**config.mk**
```make
export PLATFORM = sky130hd
export DESIGN_NAME = arp_frame_classifier
export DESIGN_NICKNAME = d
export VERILOG_FILES = /design/src/hw/rtl/afc_pkg.sv /design/src/hw/rtl/afc_capture.sv /design/src/hw/rtl/afc_queue.sv /design/src/hw/rtl/afc_classify.sv /design/src/hw/rtl/arp_frame_classifier.sv
export SDC_FILE = /design/constraint.sdc
export NUM_CORES = 1
export LEC_CHECK = 0
export BUFFER_PORTS_ARGS = -buffer_cell sky130_fd_sc_hd__buf_4
export CAP_MARGIN = 20
export CORE_ASPECT_RATIO = 1.4
export CORE_MARGIN = 2
export CORE_UTILIZATION = 50
export CTS_CLUSTER_DIAMETER = 50
export DETAILED_ROUTE_END_ITERATION = 7
export GPL_ROUTABILITY_DRIVEN = 1
export PLACE_DENSITY_LB_ADDON = 0.1
export SLEW_MARGIN = 25
export SYNTH_ARGS = -nofsm -noshare
export SYNTH_HDL_FRONTEND = slang
export SYNTH_SLANG_ARGS = --single-unit
```
**constraint.sdc**
```tcl
create_clock -name clk -period 10.71 [get_ports clk]
set_clock_uncertainty 0.05 [all_clocks]
set_input_delay 0 -clock clk [delete_from_list [all_inputs] [get_ports clk]]
set_output_delay 0 -clock clk [all_outputs]
set_load 0.005 [all_outputs]
```
**src/hw/rtl/afc_pkg.sv**
```systemverilog
`default_nettype none
package afc_pkg;

	// Frame layout: bytes the checks read, and where each field lies
	localparam logic [5:0] FRAME_NEEDED = 6'd42;
	localparam logic [5:0] DEST_END     = 6'd6;
	localparam logic [5:0] OPCODE_LO    = 6'd20;
	localparam logic [5:0] OPCODE_HI    = 6'd21;
	localparam logic [5:0] SHA_LO       = 6'd22;
	localparam logic [5:0] SHA_HI       = 6'd27;
	localparam logic [5:0] SPA_LO       = 6'd28;
	localparam logic [5:0] SPA_HI       = 6'd31;
	localparam logic [5:0] THA_LO       = 6'd32;
	localparam logic [5:0] THA_HI       = 6'd37;
	localparam logic [5:0] TPA_LO       = 6'd38;
	localparam logic [5:0] TPA_HI       = 6'd41;

	localparam logic [15:0] OP_REQUEST = 16'd1;
	localparam logic [15:0] OP_REPLY   = 16'd2;

	// Frame summaries waiting between capture and classification
	localparam int QUEUE_DEPTH = 4;
	localparam int QPTR_W      = $clog2(QUEUE_DEPTH);
	localparam int QCNT_W      = $clog2(QUEUE_DEPTH + 1);

	typedef enum logic [3:0] {
		VERDICT_REPORT       = 4'd0,
		VERDICT_SHORT        = 4'd1,
		VERDICT_NOT_BCAST    = 4'd2,
		VERDICT_REPLY_ANNC   = 4'd3,
		VERDICT_NOT_REQUEST  = 4'd4,
		VERDICT_PROBE        = 4'd5,
		VERDICT_ANNOUNCE     = 4'd6,
		VERDICT_LOCAL        = 4'd7,
		VERDICT_STOPPED      = 4'd8
	} verdict_t;

	typedef enum logic [2:0] {
		REG_SUBNET_MASK   = 3'd0,
		REG_LOCAL_NETWORK = 3'd1,
		REG_ACCEPT_PROBES = 3'd2,
		REG_ACCEPT_ANNC   = 3'd3,
		REG_REPORT_ALL    = 3'd4,
		REG_STOP_FIRST    = 3'd5
	} reg_index_t;

	typedef struct packed {
		logic [7:0] frame_byte;
		logic       frame_end;
	} frame_t;

	typedef struct packed {
		verdict_t    verdict;
		logic        report;
		logic [47:0] sender_mac;
		logic [31:0] sender_ip;
		logic [31:0] target_ip;
	} result_t;

	typedef struct packed {
		logic [31:0] subnet_mask;
		logic [31:0] local_network;
		logic        accept_probes;
		logic        accept_announcements;
		logic        report_all_networks;
		logic        stop_after_first;
	} cfg_t;

	// Everything the classifier needs from one captured frame
	typedef struct packed {
		logic        len_ok;
		logic        dest_bcast;
		logic [15:0] opcode;
		logic [47:0] sender_hw;
		logic [31:0] sender_proto;
		logic [47:0] target_hw;
		logic [31:0] target_proto;
	} frame_rec_t;

endpackage
`default_nettype wire

```
**src/hw/rtl/afc_capture.sv**
```systemverilog
`default_nettype none
module afc_capture (
	input  wire                  clk,
	input  wire                  arst_n,
	input  wire                  in_valid,
	output logic                 in_ready,
	input  afc_pkg::frame_t      in_data,
	output logic                 push,
	output afc_pkg::frame_rec_t  push_rec,
	input  wire                  queue_full
);

	logic [5:0]  pos_q;
	logic        bcast_q;
	logic [15:0] opcode_q;
	logic [47:0] sha_q;
	logic [31:0] spa_q;
	logic [47:0] tha_q;
	logic [31:0] tpa_q;

	logic [5:0]  pos_d;
	logic        bcast_d;
	logic [15:0] opcode_d;
	logic [47:0] sha_d;
	logic [31:0] spa_d;
	logic [47:0] tha_d;
	logic [31:0] tpa_d;
	logic        take;

	assign in_ready = !queue_full;
	assign take     = in_valid && in_ready;
	assign push     = take && in_data.frame_end;

	// Shift the current byte into the field its position selects
	always_comb begin
		bcast_d  = bcast_q;
		opcode_d = opcode_q;
		sha_d    = sha_q;
		spa_d    = spa_q;
		tha_d    = tha_q;
		tpa_d    = tpa_q;
		if (pos_q < afc_pkg::DEST_END) begin
			if (in_data.frame_byte != 8'hFF) begin
				bcast_d = 1'b0;
			end
		end else if (pos_q inside {[afc_pkg::OPCODE_LO:afc_pkg::OPCODE_HI]}) begin
			opcode_d = {opcode_q[7:0], in_data.frame_byte};
		end else if (pos_q inside {[afc_pkg::SHA_LO:afc_pkg::SHA_HI]}) begin
			sha_d = {sha_q[39:0], in_data.frame_byte};
		end else if (pos_q inside {[afc_pkg::SPA_LO:afc_pkg::SPA_HI]}) begin
			spa_d = {spa_q[23:0], in_data.frame_byte};
		end else if (pos_q inside {[afc_pkg::THA_LO:afc_pkg::THA_HI]}) begin
			tha_d = {tha_q[39:0], in_data.frame_byte};
		end else if (pos_q inside {[afc_pkg::TPA_LO:afc_pkg::TPA_HI]}) begin
			tpa_d = {tpa_q[23:0], in_data.frame_byte};
		end
		pos_d = (pos_q < afc_pkg::FRAME_NEEDED) ? pos_q + 6'd1 : pos_q;
	end

	// Summary of the frame including its last byte
	always_comb begin
		push_rec.len_ok       = (pos_d == afc_pkg::FRAME_NEEDED);
		push_rec.dest_bcast   = bcast_d;
		push_rec.opcode       = opcode_d;
		push_rec.sender_hw    = sha_d;
		push_rec.sender_proto = spa_d;
		push_rec.target_hw    = tha_d;
		push_rec.target_proto = tpa_d;
	end

	// Advance capture per byte; clear for the next frame after the last byte
	always_ff @(posedge clk or negedge arst_n) begin
		if (!arst_n) begin
			pos_q    <= '0;
			bcast_q  <= 1'b1;
			opcode_q <= '0;
			sha_q    <= '0;
			spa_q    <= '0;
			tha_q    <= '0;
			tpa_q    <= '0;
		end else if (take) begin
			if (in_data.frame_end) begin
				pos_q    <= '0;
				bcast_q  <= 1'b1;
				opcode_q <= '0;
				sha_q    <= '0;
				spa_q    <= '0;
				tha_q    <= '0;
				tpa_q    <= '0;
			end else begin
				pos_q    <= pos_d;
				bcast_q  <= bcast_d;
				opcode_q <= opcode_d;
				sha_q    <= sha_d;
				spa_q    <= spa_d;
				tha_q    <= tha_d;
				tpa_q    <= tpa_d;
			end
		end
	end

endmodule
`default_nettype wire

```
**src/hw/rtl/afc_queue.sv**
```systemverilog
`default_nettype none
module afc_queue (
	input  wire                  clk,
	input  wire                  arst_n,
	input  wire                  push,
	input  afc_pkg::frame_rec_t  push_rec,
	output logic                 full,
	input  wire                  pop,
	output logic                 head_valid,
	output afc_pkg::frame_rec_t  head_rec
);

	localparam logic [afc_pkg::QPTR_W-1:0] LAST_SLOT = afc_pkg::QPTR_W'(afc_pkg::QUEUE_DEPTH - 1);
	localparam logic [afc_pkg::QCNT_W-1:0] DEPTH_CNT = afc_pkg::QCNT_W'(afc_pkg::QUEUE_DEPTH);

	afc_pkg::frame_rec_t slot_q [afc_pkg::QUEUE_DEPTH];
	logic [afc_pkg::QPTR_W-1:0] wr_ptr_q;
	logic [afc_pkg::QPTR_W-1:0] rd_ptr_q;
	logic [afc_pkg::QCNT_W-1:0] count_q;
	logic do_push;
	logic do_pop;

	assign full       = (count_q == DEPTH_CNT);
	assign head_valid = (count_q != '0);
	assign head_rec   = slot_q[rd_ptr_q];
	assign do_push    = push && !full;
	assign do_pop     = pop && head_valid;

	// Store entries
	always_ff @(posedge clk) begin
		if (do_push) begin
			slot_q[wr_ptr_q] <= push_rec;
		end
	end

	// Advance pointers and occupancy
	always_ff @(posedge clk or negedge arst_n) begin
		if (!arst_n) begin
			wr_ptr_q <= '0;
			rd_ptr_q <= '0;
			count_q  <= '0;
		end else begin
			if (do_push) begin
				wr_ptr_q <= (wr_ptr_q == LAST_SLOT) ? '0 : wr_ptr_q + afc_pkg::QPTR_W'(1);
			end
			if (do_pop) begin
				rd_ptr_q <= (rd_ptr_q == LAST_SLOT) ? '0 : rd_ptr_q + afc_pkg::QPTR_W'(1);
			end
			if (do_push && !do_pop) begin
				count_q <= count_q + afc_pkg::QCNT_W'(1);
			end else if (do_pop && !do_push) begin
				count_q <= count_q - afc_pkg::QCNT_W'(1);
			end
		end
	end

endmodule
`default_nettype wire

```
**src/hw/rtl/afc_classify.sv**
```systemverilog
`default_nettype none
module afc_classify (
	input  wire                  clk,
	input  wire                  arst_n,
	input  afc_pkg::cfg_t        cfg,
	input  wire                  head_valid,
	input  afc_pkg::frame_rec_t  head_rec,
	output logic                 pop,
	output logic                 out_valid,
	input  wire                  out_ready,
	output afc_pkg::result_t     out_data
);

	logic              match_seen_q;
	logic              out_valid_q;
	afc_pkg::result_t  result_q;
	afc_pkg::verdict_t verdict;
	logic              same_ip;
	logic              reply_annc;

	assign pop       = head_valid && (!out_valid_q || out_ready);
	assign out_valid = out_valid_q;
	assign out_data  = result_q;

	// Run the checks in priority order on the queue head
	always_comb begin
		same_ip    = (head_rec.sender_proto == head_rec.target_proto);
		reply_annc = (head_rec.opcode == afc_pkg::OP_REPLY) && same_ip &&
			(head_rec.sender_hw == head_rec.target_hw);
		verdict = afc_pkg::VERDICT_REPORT;
		if (cfg.stop_after_first && match_seen_q) begin
			verdict = afc_pkg::VERDICT_STOPPED;
		end else if (!head_rec.len_ok) begin
			verdict = afc_pkg::VERDICT_SHORT;
		end else if (!head_rec.dest_bcast) begin
			verdict = afc_pkg::VERDICT_NOT_BCAST;
		end else if (reply_annc && !cfg.accept_announcements) begin
			verdict = afc_pkg::VERDICT_REPLY_ANNC;
		end else if (!reply_annc && head_rec.opcode != afc_pkg::OP_REQUEST) begin
			verdict = afc_pkg::VERDICT_NOT_REQUEST;
		end else if (!reply_annc && head_rec.sender_hw == '0 && !cfg.accept_probes) begin
			verdict = afc_pkg::VERDICT_PROBE;
		end else if (!reply_annc && same_ip && !cfg.accept_announcements) begin
			verdict = afc_pkg::VERDICT_ANNOUNCE;
		end else if ((head_rec.sender_proto & cfg.subnet_mask) == cfg.local_network &&
			!cfg.report_all_networks) begin
			verdict = afc_pkg::VERDICT_LOCAL;
		end
	end

	// Hold the result until taken
	always_ff @(posedge clk) begin
		if (pop) begin
			result_q.verdict    <= verdict;
			result_q.report     <= (verdict == afc_pkg::VERDICT_REPORT);
			result_q.sender_mac <= head_rec.sender_hw;
			result_q.sender_ip  <= head_rec.sender_proto;
			result_q.target_ip  <= head_rec.target_proto;
		end
	end

	// Output valid and the first-match latch
	always_ff @(posedge clk or negedge arst_n) begin
		if (!arst_n) begin
			out_valid_q  <= 1'b0;
			match_seen_q <= 1'b0;
		end else begin
			if (pop) begin
				out_valid_q <= 1'b1;
			end else if (out_ready) begin
				out_valid_q <= 1'b0;
			end
			if (pop && verdict == afc_pkg::VERDICT_REPORT && cfg.stop_after_first) begin
				match_seen_q <= 1'b1;
			end
		end
	end

endmodule
`default_nettype wire

```
**src/hw/rtl/arp_frame_classifier.sv**
```systemverilog
// Accepts one frame byte per cycle; a frame's verdict passes from the transaction that carries
// its last byte through a four-entry queue and an output register.
// Sustained throughput is one byte per cycle; input stalls only when four verdicts are
// queued behind an output register that the receiver is holding off.
// Asynchronous active-low reset clears capture state, queue, first-match latch and registers.
`default_nettype none
module arp_frame_classifier (
	input  wire               clk,
	input  wire               arst_n,
	input  wire               frame_valid,
	output logic              frame_ready,
	input  afc_pkg::frame_t   frame,
	output logic              result_valid,
	input  wire               result_ready,
	output afc_pkg::result_t  result,
	input  wire               psel,
	input  wire               penable,
	input  wire               pwrite,
	input  wire [4:0]         paddr,
	input  wire [31:0]        pwdata,
	output logic [31:0]       prdata,
	output logic              pready
);

	afc_pkg::cfg_t       cfg_q;
	afc_pkg::frame_rec_t push_rec;
	afc_pkg::frame_rec_t head_rec;
	afc_pkg::reg_index_t reg_index;
	logic push;
	logic pop;
	logic queue_full;
	logic head_valid;
	logic cfg_write;

	assign pready    = 1'b1;
	assign reg_index = afc_pkg::reg_index_t'(paddr[4:2]);
	assign cfg_write = psel && penable && pwrite;

	// Write configuration registers
	always_ff @(posedge clk or negedge arst_n) begin
		if (!arst_n) begin
			cfg_q <= '0;
		end else if (cfg_write) begin
			case (reg_index)
				afc_pkg::REG_SUBNET_MASK:   cfg_q.subnet_mask          <= pwdata;
				afc_pkg::REG_LOCAL_NETWORK: cfg_q.local_network        <= pwdata;
				afc_pkg::REG_ACCEPT_PROBES: cfg_q.accept_probes        <= pwdata[0];
				afc_pkg::REG_ACCEPT_ANNC:   cfg_q.accept_announcements <= pwdata[0];
				afc_pkg::REG_REPORT_ALL:    cfg_q.report_all_networks  <= pwdata[0];
				afc_pkg::REG_STOP_FIRST:    cfg_q.stop_after_first     <= pwdata[0];
				default: ;
			endcase
		end
	end

	// Read back configuration
	always_comb begin
		case (reg_index)
			afc_pkg::REG_SUBNET_MASK:   prdata = cfg_q.subnet_mask;
			afc_pkg::REG_LOCAL_NETWORK: prdata = cfg_q.local_network;
			afc_pkg::REG_ACCEPT_PROBES: prdata = {31'd0, cfg_q.accept_probes};
			afc_pkg::REG_ACCEPT_ANNC:   prdata = {31'd0, cfg_q.accept_announcements};
			afc_pkg::REG_REPORT_ALL:    prdata = {31'd0, cfg_q.report_all_networks};
			afc_pkg::REG_STOP_FIRST:    prdata = {31'd0, cfg_q.stop_after_first};
			default:                    prdata = '0;
		endcase
	end

	afc_capture u_capture (
		.clk        (clk),
		.arst_n     (arst_n),
		.in_valid   (frame_valid),
		.in_ready   (frame_ready),
		.in_data    (frame),
		.push       (push),
		.push_rec   (push_rec),
		.queue_full (queue_full)
	);

	afc_queue u_queue (
		.clk        (clk),
		.arst_n     (arst_n),
		.push       (push),
		.push_rec   (push_rec),
		.full       (queue_full),
		.pop        (pop),
		.head_valid (head_valid),
		.head_rec   (head_rec)
	);

	afc_classify u_classify (
		.clk        (clk),
		.arst_n     (arst_n),
		.cfg        (cfg_q),
		.head_valid (head_valid),
		.head_rec   (head_rec),
		.pop        (pop),
		.out_valid  (result_valid),
		.out_ready  (result_ready),
		.out_data   (result)
	);

endmodule
`default_nettype wire

```
==> results of run 1 <==
==> through the flow <==
stage               util [%]  total power [mW]
global placement        53.5              8.80
detailed placement      53.6              8.85
CTS                     58.4              12.6
finish                  58.4              12.5
floorplan                  -              7.42
global route            58.4              13.0
==> repair_timing <==
item                                   in CTS  in global routing
hold buffers                               58                  0
endpoints found under the hold margin     445                  0
setup endpoints to repair                   0                  0
==> cell type report <==
| class | instances | area [µm²] |
|---|---|---|
| clock buffer | 146 | 2950 |
| tap | 1096 | 1370 |
| fill | 6326 | 35500 |
| multi-input combinational | 999 | 11100 |
| timing repair buffer | 296 | 2430 |
| antenna | 1 | 2.50 |
| clock inverter | 49 | 582 |
| inverter | 15 | 56.3 |
| sequential | 1089 | 31400 |
==> worst max-delay path, delay by kind of cell (launching register included) <==
kind	cells	cell delay [ns]
simple gates	4	2.10
buf+inv	2	1.24
flops	1	0.94
mux	1	0.69
compound gates	3	0.38
==> power breakdown <==
group          switching [mW]  internal, mW
clock network            1.56          2.21
registers               0.318          5.21
logic                    1.91          1.28
total                    3.79          8.70
==> registers in the layout, indices dropped and copies added (netlist names) <==
signal and cells:
u_classify.match_seen_q 1, u_queue.count_q 3, u_capture.pos_q 6, u_capture.tpa_q 32, u_classify.out_data 117, u_queue.wr_ptr_q 2, u_capture.spa_q 32, cfg_q 68
u_queue.rd_ptr_q 2, u_classify.out_valid 1, u_capture.tha_q 48, u_capture.opcode_q 16, u_queue.slot_q 712, u_capture.bcast_q 1, u_capture.sha_q 48
==> cells in the mapped netlist (11+ instances only) <==
cell	n
xnor2_1	48
clkbuf_1	73
edfxtp_1	829
mux2_2	247
nand4_1	35
nor3_1	16
mux4_1	14
a22o_1	207
xor2_1	69
nor2_1	25
mux4_2	150
nor4_1	42
nand2_1	50
dfrtp_1	259
inv_1	15
o21ai_0	11
buf_1	15
==> cell families (layout without fill, tap and decap cells) <==
| group | Yosys count | count (layout) | share of synthesized area, % |
|---|---|---|---|
| flip-flops | 1089 | 1089 | 73.1 |
| AO/OA/AOI/OAI | 247 | 247 | 4.85 |
| buffers and inverters | 127 | 506 | 1.35 |
| adder cells (fa/ha/maj) | 11 | 11 | 0.338 |
| AND/OR/NAND/NOR | 210 | 210 | 2.67 |
| XOR/XNOR | 117 | 117 | 2.39 |
| multiplexers | 413 | 413 | 15.3 |
| other | 1 | 2 | 0.00873 |
==> worst max path at each step <==
stage / end / from / slack (ns)
2_1_floorplan: u_queue.count_q[1] / u_queue.count_q[0] / 2.82
3_3_place_gp: u_classify.out_data[113] / u_queue.rd_ptr_q[0] / 4.97
3_5_place_dp: u_classify.out_data[114] / u_queue.rd_ptr_q[0] / 5.07
4_1_cts: u_classify.out_data[114] / u_queue.rd_ptr_q[0] / 5.05
5_1_grt: u_classify.out_data[114] / u_queue.rd_ptr_q[0] / 4.83
6_report: u_classify.out_data[114] / u_queue.rd_ptr_q[0] / 4.97
==> layer usage <==
metal  vias up  track usage, %  share of wire [%]  wire length [µm]
met1     11900            31.4                 40             42600
met5         -               0              0.010                11
li1       9554               -                  -                 -
met2       717            41.6                 51             54000
met3       172            2.86                4.6              4830
met4         2            10.0                4.0              4230
==> results.sh, run 1 <==
export IMPL_status="finished, violations left"
export IMPL_violations="negative hold slack"
export IMPL_synth_top_cell_by_area="edfxtp_1"
export IMPL_synth_top_area_share_pct=58.0
export IMPL_syn_avg_cell_area_um2=19.4
export IMPL_fin_tns_setup_ns=0
export IMPL_peakVddDrop_uv=195
export IMPL_slew_violations=0
export IMPL_crit_fanout=38
export IMPL_timing_final_ws_setup_ns=4.97
export IMPL_die_w_um=252
export IMPL_wl_per_cell_um=28.6
export IMPL_place_ws_ns=5.07
export IMPL_area_growth_pct=16.1
export IMPL_r2r_start="u_queue.rd_ptr_q[0]"
export IMPL_yosys_cell_types_count=58
export IMPL_crit_arrival_ns=6.08
export IMPL_drt_total_wl_mm=106
export IMPL_required_ns=11.06
export IMPL_r2r_end="u_classify.out_data[114]"
export IMPL_fin_crit_ns=5.74
export IMPL_synth_seq_cells=1089
export IMPL_synth_warnings=0
export IMPL_async_flop_share_pct=23.9
export IMPL_p_per_area_nw_per_um2=251
export IMPL_finalNonFillerCells=3691
export IMPL_synth_cells=2215
export IMPL_fp_row_count=127
export IMPL_cts_made_buffers=104
export IMPL_worstSetupPathType="reg2reg"
export IMPL_fin_nets=2569
export IMPL_final_cell_mix="edfxtp_1 (829), dfrtp_1 (257), mux2_2 (247)"
export IMPL_cap_violations=0
export IMPL_min_period_over_period_pct=53.6
export IMPL_cts_setup_buffers=0
export IMPL_path_clk_slew_ns=0.06
export IMPL_rrSetupSlack_ns=4.97
export IMPL_cts_htree_levels=3
export IMPL_synth_area_um2=42900
export IMPL_drc=0
export IMPL_syn_num_nets=2279
export IMPL_drive_gt1_share_pct=31.6
export IMPL_grt_pass1_wl_mm=155
export IMPL_fin_area_um2=49900
export IMPL_ys_top_cells_by_area="edfxtp_1 (58%), dfrtp_1 (15%), mux4_2 (7.9%), mux2_2 (6.5%), a22o_1 (4.2%)"
export IMPL_portBuffers=201
export IMPL_rsz0062_at_grt="no"
export IMPL_fp_coreArea_um2=85300
export IMPL_dp_hpwl_mm=64.6
export IMPL_cp_cell_sequence="buf_4 -> buf_4 -> mux4_2 -> nor4_1 -> nand4_1 -> nor4_1 -> nor2_1 -> a21o_2 -> o21ai_0 -> a21oi_1"
export IMPL_die_h_um=351
export IMPL_start_kind="register"
export IMPL_drtIter0Drc=1494
export IMPL_r2r_cells=10
export IMPL_drtPass1Iterations=5
export IMPL_grt_pass1_vias=23200
export IMPL_crit_path_end_kind="register"
export IMPL_grtUsageTotal_pct=24.2
export IMPL_via_count=22300
export IMPL_crit_path_max_incr_delay_ns=0.94
export IMPL_hold_violations=5
export IMPL_final_common_cell="edfxtp_1"
export IMPL_dp_cells=3437
export IMPL_p_leak_nw=18.5
export IMPL_ant_nets=0
export IMPL_cp_slowest_cell="dfrtp_4"
export IMPL_yosysSeqAreaShare_pct=73.1
export IMPL_clk_latency_ns=0.67
export IMPL_overflow=0
export IMPL_start_util_pct=50.3
export IMPL_pin_count=205
export IMPL_tightestPinTransition_ns=1.06
export IMPL_grt_max_degree=118
export IMPL_synth_edf_count=829
export IMPL_slew_headroom_pct=28.3
export IMPL_cts_sinks=1089
export IMPL_cts_root_buf="clkbuf_16"
export IMPL_cts_tree="built"
export IMPL_via_per_inst=6.04
export IMPL_cts_max_path_buffers=3
export IMPL_placed_cell_area_um2=45700
export IMPL_place_congestion=0.876
export IMPL_fmax_mhz=174
export IMPL_cts_resized=0
export IMPL_finalSetupViolCount=0
export IMPL_hold_ws_ns=-0.0175
export IMPL_synth_top_flop_cell="edfxtp_1"
export IMPL_hp_class="in2async"
export IMPL_dieArea_um2=88300
export IMPL_antenna_found_initial=2
No activity file was read; power rests on OpenSTA's default activity.
==> run 2, diff against run 1 <==
- clock period: 10.71 -> 4.8 ns (I/O delays scaled with it)
==> run 2 against run 1 <==
Against the previous run: the flow now finishes without violations; total power grew 120%; highest routed layer is now met4; utilization grew 0.42 points; die area stayed put; largest power group unchanged.
==> results.sh, run 2 (synthesis gave the netlist of run 1 again) <==
export IMPL_drt_total_wl_mm=106
export IMPL_hold_violations=0
export IMPL_antenna_found_initial=3
export IMPL_dieArea_um2=88300
export IMPL_drtPass1Iterations=5
export IMPL_cts_sinks=1089
export IMPL_die_h_um=351
export IMPL_cts_tree="built"
export IMPL_cpLargestDelayFamily="simple AND/OR/NAND/NOR gates"
export IMPL_p_sw_mw=8.54
export IMPL_wl_per_cell_um=28.6
export IMPL_required_ns=5.37
export IMPL_cts_htree_levels=3
export IMPL_cp_num_buf_inv=1
export IMPL_via_per_inst=6.02
export IMPL_fmax_mhz=234
export IMPL_final_common_cell="edfxtp_1"
export IMPL_start_kind="register"
export IMPL_rrSetupSlack_ns=0.53
export IMPL_drc=0
export IMPL_overflow=0
export IMPL_swShare_pct=30.4
export IMPL_slew_headroom_pct=32.7
export IMPL_rsz0062_at_grt="no"
export IMPL_seqPwrFrac_pct=43.7
export IMPL_status="finished clean"
export IMPL_dp_hpwl_mm=65.8
export IMPL_place_congestion=0.892
export IMPL_die_w_um=252
export IMPL_tightestPinTransition_ns=1.00
export IMPL_power_frac_comb_pct=26.0
export IMPL_cap_violations=0
export IMPL_regMostFlops="u_queue.slot_q"
export IMPL_cts_made_buffers=105
export IMPL_crit_arrival_ns=4.84
export IMPL_grt_pass1_wl_mm=156
export IMPL_grt_pass1_vias=23000
export IMPL_final_cell_mix="edfxtp_1 (829), dfrtp_1 (257), mux2_2 (247)"
export IMPL_fin_tns_setup_ns=0
export IMPL_drtIter0Drc=1880
export IMPL_crit_path_end_kind="register"
export IMPL_path_clk_slew_ns=0.06
export IMPL_ant_nets=0
export IMPL_start_util_pct=50.3
export IMPL_cts_resized=0
export IMPL_cp_slowest_cell="dfrtp_4"
export IMPL_p_leak_nw=18.7
export IMPL_area_growth_pct=17.0
export IMPL_clkPwrFrac_pct=30.3
export IMPL_peakVddDrop_uv=776
export IMPL_grt_max_degree=159
export IMPL_finalSetupViolCount=0
export IMPL_cts_root_buf="clkbuf_16"
export IMPL_fin_nets=2587
export IMPL_cts_max_path_buffers=3
export IMPL_fin_area_um2=50200
export IMPL_p_int_mw=19.5
export IMPL_grtUsageTotal_pct=24.3
export IMPL_crit_fanout=21
export IMPL_cp_cell_sequence="buf_4 -> mux4_1 -> xor2_1 -> or4_1 -> or4_4 -> nor4_4 -> nand2_2 -> a2111oi_4 -> a31o_1"
export IMPL_clk_latency_ns=0.68
export IMPL_p_total_mw=28.1
export IMPL_largest_reg_flops=712
export IMPL_crit_path_max_incr_delay_ns=0.74
export IMPL_min_period_over_period_pct=88.9
export IMPL_slew_violations=0
export IMPL_worstSetupPathType="reg2reg"
export IMPL_pin_count=205
export IMPL_via_count=22300
export IMPL_p_per_area_nw_per_um2=559
export IMPL_cts_setup_buffers=0
export IMPL_drive_gt1_share_pct=32.4
export IMPL_fp_coreArea_um2=85300
export IMPL_fp_row_count=127
export IMPL_placed_cell_area_um2=46000
export IMPL_fin_crit_ns=4.27
export IMPL_hp_class="in2reg"
export IMPL_portBuffers=201
-- run 2: cell count changes in the layout (fill, tap and decap cells not counted), moves of 2 or more --
cell | before | now
clkinv_4 | 2 | 4
dlygate4sd3_1 | 57 | 60
buf_12 | 1 | 18
inv_6 | 4 | 9
buf_16 | 2 | 0
clkbuf_1 | 28 | 21
buf_6 | 2 | 0
clkinvlp_4 | 5 | 8
-- run 2: stage by stage --
| stage | instances | utilization, % | worst slack [ns] | hold WS (ns) |
|---|---|---|---|---|
| final | 3711 | 58.9 | 0.535 | 0.0547 |
| after global routing | 3710 | 58.9 | 0.298 | 0.0562 |
| after CTS | 3710 | 58.8 | 0.508 | 0.0164 |
| after detailed placement | 3452 | 53.9 | 0.515 | 0.0973 |
| after global placement | 3452 | 53.9 | 0.565 | 0.0866 |
| after floorplan | 2215 | - | 1.02 | -0.346 |
-- run 2: worst paths after layout --
kind | startpoint | to | cells after the start
min | pwdata[11] | cfg_q[47] | 3
min reg2reg | u_classify.match_seen_q | u_classify.match_seen_q | 1
max reg2reg | u_queue.rd_ptr_q[0] | u_classify.match_seen_q | 9
max in group asynchronous | arst_n | u_capture.spa_q[5] | 4
max | u_queue.rd_ptr_q[0] | u_classify.match_seen_q | 9
min in group asynchronous | arst_n | cfg_q[8] | 3
-- run 2: worst min-delay path: cells and delay by family --
family / cells / cell delay (ns)
buffers and inverters: 2 / 0.62
muxes: 1 / 0.13
-- run 2: power groups by stage --
| stage | Combinational, mW | Sequential (mW) | Clock (mW) |
|---|---|---|---|
| final | 7.30 | 12.3 | 8.50 |
| after global routing | 7.73 | 12.4 | 9.02 |
| after CTS | 7.46 | 12.3 | 8.66 |
| after detailed placement | 7.38 | 12.5 | 0 |
| after global placement | 7.35 | 12.4 | 0 |
| after floorplan | 4.22 | 12.2 | 0 |
-- run 2: area by class of cell --
| cell class | instances | area, µm² |
|---|---|---|
| tap | 1096 | 1370 |
| inverter | 15 | 56.3 |
| timing repair buffer | 313 | 2730 |
| fill | 6248 | 35100 |
| multi-input combinational | 999 | 11100 |
| clock inverter | 61 | 708 |
| antenna | 1 | 2.50 |
| sequential | 1089 | 31400 |
| clock buffer | 137 | 2880 |
-- run 2: layer usage --
metal	track usage, %	wire, µm	vias up	part of all wire [%]
met4	8.89	3770	0	3.6
met3	3.09	4750	152	4.5
met1	31.4	42700	11900	40
met2	42.4	54800	679	52
met5	0	0	-	0
li1	-	-	9612	-
-- run 2: what timing repair did --
action	in CTS	in global routing
hold endpoints to repair	421	0
hold buffers	60	0
endpoints found under the setup margin	0	0
==> run 3, diff against run 2 <==
- GPL_ROUTABILITY_DRIVEN: 1 -> 0
- PLACE_DENSITY: unset -> 0.73
- PLACE_DENSITY_LB_ADDON: 0.1 -> unset
- clock period: 4.8 -> 3.9 ns (I/O delays scaled with it)
==> run 3 against run 2 <==
Against the previous run: wire length is 0.25% higher; worst hold slack worse by 0.0024 ns; count of clock-buffer cells in the layout is 2 higher; combinational power is 36% higher; non-clock buffer count is 76 higher; highest routed layer unchanged.
==> results.sh, run 3 (synthesis gave the netlist of run 1 again) <==
export IMPL_status="finished clean"
export IMPL_start_util_pct=50.3
export IMPL_crit_path_end_kind="register"
export IMPL_p_leak_nw=19.1
export IMPL_slew_headroom_pct=35.8
export IMPL_dp_cells=3520
export IMPL_start_kind="register"
export IMPL_fin_area_um2=50800
export IMPL_finalSetupViolCount=0
export IMPL_min_period_over_period_pct=96.5
export IMPL_via_per_inst=6.11
export IMPL_slew_violations=0
export IMPL_die_w_um=252
export IMPL_cts_max_path_buffers=3
export IMPL_fin_nets=2660
export IMPL_final_util_pct=59.6
export IMPL_ant_nets=0
export IMPL_hold_depth=3
export IMPL_whs_endpoint="cfg_q[59]"
export IMPL_cts_htree_levels=3
export IMPL_use_met2_pct=40.8
export IMPL_fp_coreArea_um2=85300
export IMPL_overflow=0
export IMPL_cts_root_buf="clkbuf_16"
export IMPL_timing_final_ws_setup_ns=0.137
export IMPL_r2r_end="u_classify.match_seen_q"
export IMPL_rsz0062_at_grt="no"
export IMPL_rrSetupSlack_ns=0.14
export IMPL_pin_count=205
export IMPL_largest_reg_flops=712
export IMPL_final_common_cell="edfxtp_1"
export IMPL_hold_ws_ns=0.0523
export IMPL_area_growth_pct=18.4
export IMPL_drive_gt1_share_pct=34.4
export IMPL_fin_crit_ns=3.76
export IMPL_regMostFlops="u_queue.slot_q"
export IMPL_clk_latency_ns=0.69
export IMPL_p_total_mw=34.9
export IMPL_crit_fanout=6
export IMPL_fmax_mhz=266
export IMPL_grt_pass1_wl_mm=158
export IMPL_p_per_area_nw_per_um2=687
export IMPL_dp_hpwl_mm=67.3
export IMPL_grt_pass1_vias=23900
export IMPL_grt_use_met3_pct=3.39
export IMPL_required_ns=4.43
export IMPL_crit_arrival_ns=4.29
export IMPL_grt_max_degree=121
export IMPL_use_met1_pct=31.2
export IMPL_drc=0
export IMPL_worstSetupPathType="reg2reg"
export IMPL_hold_violations=0
export IMPL_die_h_um=351
export IMPL_hold_start="pwdata[23]"
export IMPL_path_clk_slew_ns=0.07
export IMPL_tightestPinTransition_ns=0.962
export IMPL_via_count=23100
export IMPL_dieArea_um2=88300
export IMPL_grtUsageTotal_pct=24.3
export IMPL_antenna_found_initial=2
export IMPL_place_ws_ns=-0.337
export IMPL_fin_tns_setup_ns=0
export IMPL_cts_sinks=1089
export IMPL_hp_class="in2reg"
export IMPL_placed_cell_area_um2=46600
export IMPL_cap_violations=0
export IMPL_drtIter0Drc=2204
export IMPL_drt_total_wl_mm=106
export IMPL_portBuffers=201
export IMPL_wl_per_cell_um=28.1
export IMPL_diodes=0
export IMPL_cts_tree="built"
export IMPL_finalNonFillerCells=3780
export IMPL_r2r_cells=12
export IMPL_drtPass1Iterations=7
export IMPL_peakVddDrop_uv=418
export IMPL_final_cell_mix="edfxtp_1 (829), buf_4 (298), dfrtp_1 (257)"
export IMPL_cts_made_buffers=102
export IMPL_fp_row_count=127
export IMPL_r2r_start="u_queue.rd_ptr_q[0]"
export IMPL_fill_cells=5977
export IMPL_gr_max_usage_layer="met2"
run 3: worst max path at each step:
stage                             start                        to  slack, ns  depth (start not counted)
floorplan            u_queue.count_q[0]        u_queue.count_q[1]       0.12                          7
global placement    u_queue.rd_ptr_q[0]  u_classify.out_data[113]      -0.32                         11
detailed placement  u_queue.rd_ptr_q[0]  u_classify.out_data[113]      -0.34                         11
CTS                 u_queue.rd_ptr_q[0]   u_classify.match_seen_q      0.008                         10
global route        u_queue.rd_ptr_q[0]   u_classify.match_seen_q     0.0009                         11
finish              u_queue.rd_ptr_q[0]   u_classify.match_seen_q       0.14                         12
run 3: final cells by class:
class / count / area, µm² / area share (%)
Inverter: 15 / 56.3 / 0.111
Clock inverter: 53 / 557 / 1.10
Sequential cell: 1089 / 31400 / 61.8
Tap cell: 1096 / 1370 / 2.70
Multi-Input combinational cell: 999 / 11100 / 21.9
Clock buffer: 139 / 2880 / 5.66
Timing Repair Buffer: 389 / 3430 / 6.76
run 3: critical path: stages (launching register included):
cell	delay [ns]
dfrtp_4	0.50
buf_4	0.20
buf_4	0.19
buf_4	0.17
mux4_2	0.60
xor2_1	0.26
nor4_1	0.35
nand4_1	0.20
nor4_4	0.44
buf_4	0.19
a31o_2	0.20
a2111oi_4	0.06
a31o_1	0.22
run 3: layer usage:
layer  vias up  share of wire [%]
met4         0                5.3
met5         -                  0
met1     12200                 39
met2       939                 50
li1       9727                  -
met3       208                5.5
run 3: power by group:
group | switching [mW] | internal, mW | total [mW]
registers | 0.681 | 14.3 | 15.0
clock network | 4.32 | 5.68 | 10.0
logic | 5.65 | 4.29 | 9.94
run 3: repair_timing:
action / in CTS / in global routing
buffers inserted: 5 / 2
resized for setup: 6 / 7
hold endpoints to repair: 456 / 0
setup endpoints to repair: 5 / 4
hold buffers: 61 / 0
pin swaps: 0 / 1
